==> src/rtl/text_console_writer_core_assert.svh <==
// Assertion macros used by the console writer controller.
`ifndef TEXT_CONSOLE_WRITER_CORE_ASSERT_SVH
`define TEXT_CONSOLE_WRITER_CORE_ASSERT_SVH

// Same-cycle implication, sampled on clk, off during rst.
`define TCW_ASSERT_NOW(name, cond, prop) \
  name: assert property (@(posedge clk) disable iff (rst) (cond) |-> (prop)) \
    else $error("tcw assertion failed");

// Next-cycle implication, sampled on clk, off during rst.
`define TCW_ASSERT_NEXT(name, cond, prop) \
  name: assert property (@(posedge clk) disable iff (rst) (cond) |=> (prop)) \
    else $error("tcw assertion failed");

`endif

==> src/rtl/tcw_pkg.sv <==
// Shared types and constants for the text console writer.
`default_nettype none
package tcw_pkg;

  // command codes
  localparam logic [1:0] CMD_PUT   = 2'd0;
  localparam logic [1:0] CMD_SET   = 2'd1;
  localparam logic [1:0] CMD_CLEAR = 2'd2;
  localparam logic [1:0] CMD_READ  = 2'd3;

  localparam logic [7:0] NEWLINE_CHAR = 8'h0A;
  localparam logic [7:0] BLANK_CHAR   = 8'h20;
  localparam logic [7:0] ATTR_RESET   = 8'h07;

  // row accumulator: 8-bit row plus a column carry of at most 3 lines at 80 columns
  localparam int ROW_ACC_W = 9;

  // controller to datapath
  typedef struct packed {
    logic take;
    logic init_wr;
    logic clr_wr;
    logic div_step;
    logic scroll_setup;
    logic scroll_rd;
    logic scroll_wr;
    logic rd_capture;
    logic out_load;
  } dp_cmd_t;

  // datapath to controller
  typedef struct packed {
    logic sweep_last;
    logic div_more;
    logic need_scroll;
    logic out_free;
  } dp_stat_t;

endpackage
`default_nettype wire

==> src/rtl/tcw_ctrl.sv <==
// Controller state machine for the text console writer.
`default_nettype none
`include "text_console_writer_core_assert.svh"
module tcw_ctrl (
  input  wire logic              clk,
  input  wire logic              rst,
  input  wire logic              s_tvalid,
  output logic                   s_tready,
  input  wire logic [1:0]        in_command,
  input  wire tcw_pkg::dp_stat_t stat,
  output tcw_pkg::dp_cmd_t       cmd
);
  import tcw_pkg::*;

  typedef enum logic [8:0] {
    S_INIT = 9'b000000001,
    S_IDLE = 9'b000000010,
    S_DIV  = 9'b000000100,
    S_SCRL = 9'b000001000,
    S_SRD  = 9'b000010000,
    S_SWR  = 9'b000100000,
    S_CLR  = 9'b001000000,
    S_RD   = 9'b010000000,
    S_FIN  = 9'b100000000
  } state_t;

  state_t state;
  state_t state_next;
  logic   take;

  assign s_tready = (state == S_IDLE);
  assign take     = s_tvalid && s_tready;

  // command decode
  always_comb begin
    cmd              = '0;
    cmd.take         = take;
    cmd.init_wr      = (state == S_INIT);
    cmd.clr_wr       = (state == S_CLR);
    cmd.div_step     = (state == S_DIV);
    cmd.scroll_setup = (state == S_SCRL);
    cmd.scroll_rd    = (state == S_SRD);
    cmd.scroll_wr    = (state == S_SWR);
    cmd.rd_capture   = (state == S_RD);
    cmd.out_load     = (state == S_FIN) && stat.out_free;
  end

  // next state
  always_comb begin
    state_next = state;
    case (state)
      S_INIT: begin
        if (stat.sweep_last) state_next = S_IDLE;
      end
      S_IDLE: begin
        if (take) begin
          case (in_command)
            CMD_CLEAR: state_next = S_CLR;
            CMD_READ:  state_next = S_RD;
            default:   state_next = S_DIV;
          endcase
        end
      end
      S_DIV: begin
        if (!stat.div_more) begin
          state_next = stat.need_scroll ? S_SCRL : S_FIN;
        end
      end
      S_SCRL: state_next = S_SRD;
      S_SRD:  state_next = S_SWR;
      S_SWR: begin
        state_next = stat.sweep_last ? S_FIN : S_SRD;
      end
      S_CLR: begin
        if (stat.sweep_last) state_next = S_DIV;
      end
      S_RD: state_next = S_FIN;
      S_FIN: begin
        if (stat.out_free) state_next = S_IDLE;
      end
      default: state_next = S_INIT;
    endcase
  end

  // state register
  always_ff @(posedge clk) begin
    if (rst) begin
      state <= S_INIT;
    end else begin
      state <= state_next;
    end
  end

  `TCW_ASSERT_NEXT(a_take_leaves_idle, take, state != S_IDLE)
  `TCW_ASSERT_NEXT(a_fin_to_idle, (state == S_FIN) && stat.out_free, state == S_IDLE)
  `TCW_ASSERT_NEXT(a_scroll_read_then_write, state == S_SRD, state == S_SWR)
  `TCW_ASSERT_NOW(a_no_scroll_in_range, state == S_SCRL, stat.need_scroll)

endmodule
`default_nettype wire

==> config.mk <==
export PLATFORM = sky130hd
export DESIGN_NAME = tcw_ctrl
export DESIGN_NICKNAME = d
export VERILOG_FILES = /design/src/rtl/tcw_pkg.sv /design/src/rtl/tcw_ctrl.sv
export VERILOG_INCLUDE_DIRS = /design/src /design/src/rtl
export SDC_FILE = /design/constraint.sdc
export NUM_CORES = 1
export LEC_CHECK = 0
export BUFFER_PORTS_ARGS = -buffer_cell sky130_fd_sc_hd__buf_4
export CELL_PAD_IN_SITES_DETAIL_PLACEMENT = 0
export CELL_PAD_IN_SITES_GLOBAL_PLACEMENT = 2
export CORE_ASPECT_RATIO = 0.8
export CORE_MARGIN = 4
export CORE_UTILIZATION = 30
export DETAILED_ROUTE_END_ITERATION = 6
export GPL_TIMING_DRIVEN = 1
export PLACE_DENSITY = 0.83
export SLEW_MARGIN = 0
export SYNTH_ARGS = -nofsm -noshare
export SYNTH_HDL_FRONTEND = slang
export SYNTH_SLANG_ARGS = --single-unit
==> constraint.sdc <==
create_clock -name clk -period 2.2 [get_ports clk]
set_clock_uncertainty 0.05 [all_clocks]
set_input_delay 0.22 -clock clk [delete_from_list [all_inputs] [get_ports clk]]
set_output_delay 0.22 -clock clk [all_outputs]
set_load 0.01 [all_outputs]
==> results of run 1 <==
-- worst max-delay path: cells and delay by family, from the launching register on --
kind / cells / cell delay, ps
buf+inv: 1 / 110
simple gates: 3 / 810
flops: 1 / 610
-- timing repair --
action,in CTS,in global routing
gates resized for setup,0,4
setup endpoints to repair,0,3
setup buffers,0,0
-- area by class of cell --
cell class,count,area [um2]
Clock buffer,3,22.52
Multi-Input combinational cell,66,535.5
Inverter,4,15.01
Tap cell,36,45.04
Sequential cell,9,180.2
Clock inverter,1,5.005
Fill cell,277,1496
Timing Repair Buffer,19,142.6
-- layer usage --
layer | share of wire [%] | wire [um]
met2 | 44 | 897
met4 | 0 | 0
met5 | 0 | 0
met3 | 5.7 | 118
met1 | 51 | 1041
-- layout by cell type (no fill, tap or decap), drive strengths merged, types with 2 or more instances in the layout --
cell / netlist / final
a21oi: 2 / 2
and4: 2 / 2
and4b: 2 / 2
buf: 5 / 19
clkbuf: 5 / 3
dfxtp: 9 / 9
inv: 4 / 4
nand2: 4 / 4
nand3b: 4 / 4
nor2: 7 / 7
nor3: 5 / 5
nor3b: 4 / 4
nor4: 4 / 4
nor4b: 3 / 3
o211ai: 2 / 2
o21ai: 3 / 3
o41ai: 3 / 3
or3: 4 / 4
xor2: 3 / 3
-- kinds of logic after synthesis --
logic type	Yosys count	share of synthesized area [%]
xor gates and xnor gates	3	3.410
and+or+nand+nor	45	41.72
buffers and inverters	14	9.578
DFF	9	23.38
AOI/OAI and AO/OA	18	21.92
-- worst min path at each step --
stage | from | end | cells after the start
after floorplan | stat[1] | state[3] | 2
after global placement | rst | state[8] | 2
after detailed placement | rst | state[8] | 2
after CTS | rst | state[8] | 2
after global routing | rst | state[8] | 2
final | rst | state[8] | 2
-- through the flow --
stage | instance area [um2] | total power, W | cells | utilization (%) | hold WS (ps)
detailed placement | 899.6 | 0.0007048 | 134 | 36.83 | 405.1
CTS | 927.1 | 0.0008408 | 138 | 37.96 | 119.9
floorplan | 770.7 | 0.0005868 | 89 | - | 288.3
finish | 945.9 | 0.0008410 | 138 | 38.73 | 123.6
global placement | 899.6 | 0.0006984 | 134 | 36.83 | 407.9
global route | 945.9 | 0.0009205 | 138 | 38.73 | 121.2
-- report_power, final --
group / switching, W / internal [W] / leakage [nW] / total (W)
registers: 0.0000880 / 0.000190 / 0.0732 / 0.000278
clock network: 0.0000650 / 0.0000672 / 0.0177 / 0.000132
logic: 0.000218 / 0.000213 / 0.278 / 0.000431
==> run_results.csv, run 1 <==
group,metric,value,unit
status,outcome,"completed",
floorplan,fp.dieW,64.67,um
logic_synthesis,synth_cell_type_count,43,
logic_synthesis,synth_edf_count,0,
logic_synthesis,yosysMostFrequentCell,"dfxtp_1",
timing,fmax,0.4832,GHz
route,wl_per_cell,14.91,um
critical_path,crit_required,1930,ps
cts,h-tree-depth,1,
timing,period_minus_slack,2069,ps
timing,slew_headroom,59.48,%
critical_path,r2r-start,"state[8]",
logic_synthesis,ys.flop_type,"dfxtp_1",
logic_synthesis,syn_avg_cell_area,8.660,um2
critical_path,reg2reg_depth,5,
critical_path,slowest_stage,"dfxtp_1",
final_layout,largestRegisters,"state: 9 flops",
place,dp_slack,229.1,ps
timing,rsz0062_at_grt,"no",
logic_synthesis,yosys.area.top_type_share,23.38,%
route,drt-total-wl,2.057,mm
critical_path,r2r_setup_slack,220,ps
cts,hold_buffers,0,
floorplan,io_pins,19,
global_route,gr-max-usage-layer,"met2",
timing,tightest_slew,599.3,ps
logic_synthesis,synthTopCellsByCount,"dfxtp_1 (9), nor2_1 (7), clkbuf_1 (5)",
global_route,grt_max_degree,14,
logic_synthesis,syn_inst,89,
final_layout,largest_register_ffs,9,
final_layout,syn_to_final_growth,22.73,%
global_route,use_met2,20.21,%
final_layout,nets,112,
final_layout,layout-drive-gt1-share,36.27,%
global_route,grt.total_usage,13.34,%
critical_path,cp_data_arrival_time,1800,ps
floorplan,die_area,3449,um2
logic_synthesis,synth_area_leader_cell,"dfxtp_1",
cts,numCtsBuffers,3,
power_and_ir_drop,p_leak,0.3686,nW
route,vias_per_cell,5.275,
logic_synthesis,synth_nets,98,
cts,cts_max_path_buffers,2,
global_route,grt_pass1_wl,3.505,mm
floorplan,core-area,2442,um2
critical_path,cp_cell_sequence,"or3b_1, nor3_2, and2_1, buf_4",
logic_synthesis,synth_async_sr_flop_share,0,%
place,numPortBuffers,18,
critical_path,start_kind,"flip-flop",
power_and_ir_drop,pwr_density_cell,889.1,nW/um2
cts,clkSinkCount,9,
route,drtPass1Iterations,4,
timing,finalSetupTns,0,ps
job,maxCapViolCount,0,
power_and_ir_drop,ir_drop,0.3781,mV
floorplan,fp.dieH,53.34,um
global_route,met1_usage,18.35,%
logic_synthesis,ys_ff_latch,9,
global_route,antenna_found_initial,0,
floorplan,row_count,16,
final_layout,diodes,0,
hold_path,hold_class,"primary input to flip-flop",
timing,setup_viol,0,
critical_path,crit_start,"state[1]",
cts,clock_latency,260,ps
cts,root_buffer,"clkbuf_4",
route,ant_nets,0,
timing,min_period_over_period,94.07,%
final_layout,top_register,"state",
critical_path,critPathCaptureType,"primary output",
floorplan,initial_core_util,31.56,%
global_route,grt_pass1_vias,692,
critical_path,crit_fanout,11,
logic_synthesis,yosysWarnings,0,
route,num_vias,728,
route,drc,0,
cts,clkTransAtPathRegs,70,ps
cts,cts_tree,"built",
timing,layout_setup_ws,130.6,ps
timing,maxSlewViolCount,0,
route,drt_iter0_markers,40,
logic_synthesis,synthesis.area,770.7,um2
logic_synthesis,seq_area_frac_synth,23.38,%
critical_path,max_stage_delay,610,ps
global_route,overflow,0,
critical_path,r2r_end,"state[6]",
place,gp_congestion,0.7761,
global_route,grtUsageMet3,4.671,%
critical_path,crit_end,"cmd[8]",
place,hpwl,1.564,mm
critical_path,crit_type,"flip-flop to primary output",
logic_synthesis,synth_area_leaders,"dfxtp_1 (23%), nand3b_1 (3.9%), nor3b_1 (3.9%), o41ai_4 (3.6%), nor2_1 (3.4%)",
timing,hold_viol,0,
No activity file was read; power rests on OpenSTA's default activity.
==> run 2: changes to the inputs <==
Settings changed: RECOVER_POWER from default to 100.
==> run_results.csv, run 2 (same netlist as run 1, synthesis figures left out) <==
group,metric,value,unit
status,outcome,"completed",
final_layout,layout.area.seq,180.2,um2
final_layout,top_register,"state",
floorplan,initial_core_util,31.56,%
timing,slew_headroom,59.37,%
route,num_vias,733,
global_route,overflow,0,
critical_path,cp_data_arrival_time,1800,ps
place,numPortBuffers,18,
cts,clock_latency,260,ps
critical_path,r2r_setup_slack,230,ps
timing,rsz0062_at_grt,"no",
power_and_ir_drop,ir_drop,0.3795,mV
floorplan,core-area,2442,um2
final_layout,mostFrequentLayoutCells,"buf_4 (16), dfxtp_1 (9), nor2_1 (6), inv_1 (4), nand3b_1 (4)",
power_and_ir_drop,pwr_density_cell,901.9,nW/um2
cts,cts_tree,"built",
hold_path,min_delay_worst_endpoint,"state[6]",
cts,numCtsBuffers,3,
route,wl_per_cell,14.86,um
timing,fmax,0.4834,GHz
critical_path,r2r_end,"state[6]",
global_route,antenna_found_initial,0,
timing,min_period_over_period,94.02,%
cts,h-tree-depth,1,
hold_path,min_path_cells,2,
cts,clkTransAtPathRegs,70,ps
critical_path,r2r-start,"state[8]",
power_and_ir_drop,p_leak,0.3548,nW
floorplan,row_count,16,
global_route,grt_max_degree,14,
job,maxCapViolCount,0,
final_layout,final_common_cell,"buf_4",
timing,setup_viol,0,
final_layout,fin_cells,138,
final_layout,syn_to_final_growth,20.78,%
place,place_inst,134,
place,gp_congestion,0.7761,
critical_path,reg2reg_depth,5,
final_layout,fill_cells,280,
cts,root_buffer,"clkbuf_4",
final_layout,nets,112,
global_route,grt_pass1_wl,3.505,mm
floorplan,die_area,3449,um2
cts,post_cts_buffers,0,
global_route,grt.total_usage,13.34,%
global_route,grt_pass1_vias,692,
critical_path,crit_fanout,10,
cts,cts_max_path_buffers,2,
final_layout,largest_register_ffs,9,
route,vias_per_cell,5.312,
route,drt_iter0_markers,33,
critical_path,crit_type,"flip-flop to primary output",
timing,finalSetupTns,0,ps
final_layout,largestRegisters,"state: 9 flops",
final_layout,layout-drive-gt1-share,32.35,%
route,drt-total-wl,2.050,mm
timing,tightest_slew,600.9,ps
floorplan,fp.dieW,64.67,um
hold_path,hp-start,"rst",
timing,hold_viol,0,
cts,clkSinkCount,9,
critical_path,crit_required,1930,ps
place,hpwl,1.564,mm
critical_path,start_kind,"flip-flop",
route,ant_nets,0,
hold_path,hold_class,"primary input to flip-flop",
timing,period_minus_slack,2068,ps
route,drc,0,
final_layout,diodes,0,
timing,maxSlewViolCount,0,
floorplan,fp.dieH,53.34,um
floorplan,io_pins,19,
final_layout,multiInputGateArea,531.8,um2
route,drtPass1Iterations,4,
critical_path,critPathCaptureType,"primary output",
-- run 2: changes by cell type in the layout (fill, tap and decap cells not counted), sizes merged --
cell / previous run / this run
buf: 19 / 16
clkbuf: 3 / 6
-- run 2: cell type report --
cell class / instances / share of cell area [%]
Clock buffer: 3 / 2.419
Timing Repair Buffer: 19 / 14.11
Inverter: 4 / 1.613
Sequential cell: 9 / 19.35
Clock inverter: 1 / 0.5376
Tap cell: 36 / 4.839
Multi-Input combinational cell: 66 / 57.12
-- run 2: worst max path at each step --
stage | startpoint | to | slack, ps | cells past startpoint
after detailed placement | state[8] | state[6] | 230 | 5
after floorplan | state[0] | state[0] | 350 | 6
after global placement | state[8] | state[6] | 270 | 5
after global routing | state[8] | cmd[6] | 20 | 4
after CTS | state[8] | cmd[4] | 30 | 4
final | state[5] | cmd[7] | 130 | 4
-- run 2: where the power goes --
part           leakage, nW  internal, W  switching (W)  total (W)
clock network       0.0177    0.0000672      0.0000645   0.000132
registers           0.0732     0.000190      0.0000878   0.000278
logic                0.264     0.000213       0.000217   0.000430
total                0.355     0.000470       0.000370   0.000840
-- run 2: layer usage --
| metal | GRT usage, % | part of all wire [%] |
|---|---|---|
| met1 | 18.35 | 51 |
| met2 | 20.21 | 44 |
| met3 | 4.671 | 5.4 |
| met4 | 2.105 | 0 |
| met5 | 0 | 0 |
-- run 2: timing repair --
| action | CTS | global route |
|---|---|---|
| hold buffers | 0 | 0 |
| setup endpoints to repair | 0 | 3 |
| gates resized for setup | 0 | 4 |
-- run 2: worst max-delay path, cell delays in order, from the launching register on --
cell	delay, ps
dfxtp_1	390
or3_1	550
nor3_4	220
and4b_1	250
buf_4	130
-- run 2: per-stage QoR --
stage | util, % | instance area, um2 | setup WS [ps] | hold WS (ps) | power [W]
global placement | 36.83 | 899.6 | 270.1 | 407.9 | 0.0006984
detailed placement | 36.83 | 899.6 | 229.1 | 405.1 | 0.0007048
global route | 38.11 | 930.9 | 15.02 | 131.9 | 0.0009196
CTS | 37.96 | 927.1 | 34.48 | 119.9 | 0.0008408
floorplan | - | 770.7 | 353.3 | 288.3 | 0.0005868
finish | 38.11 | 930.9 | 131.5 | 132.6 | 0.0008395
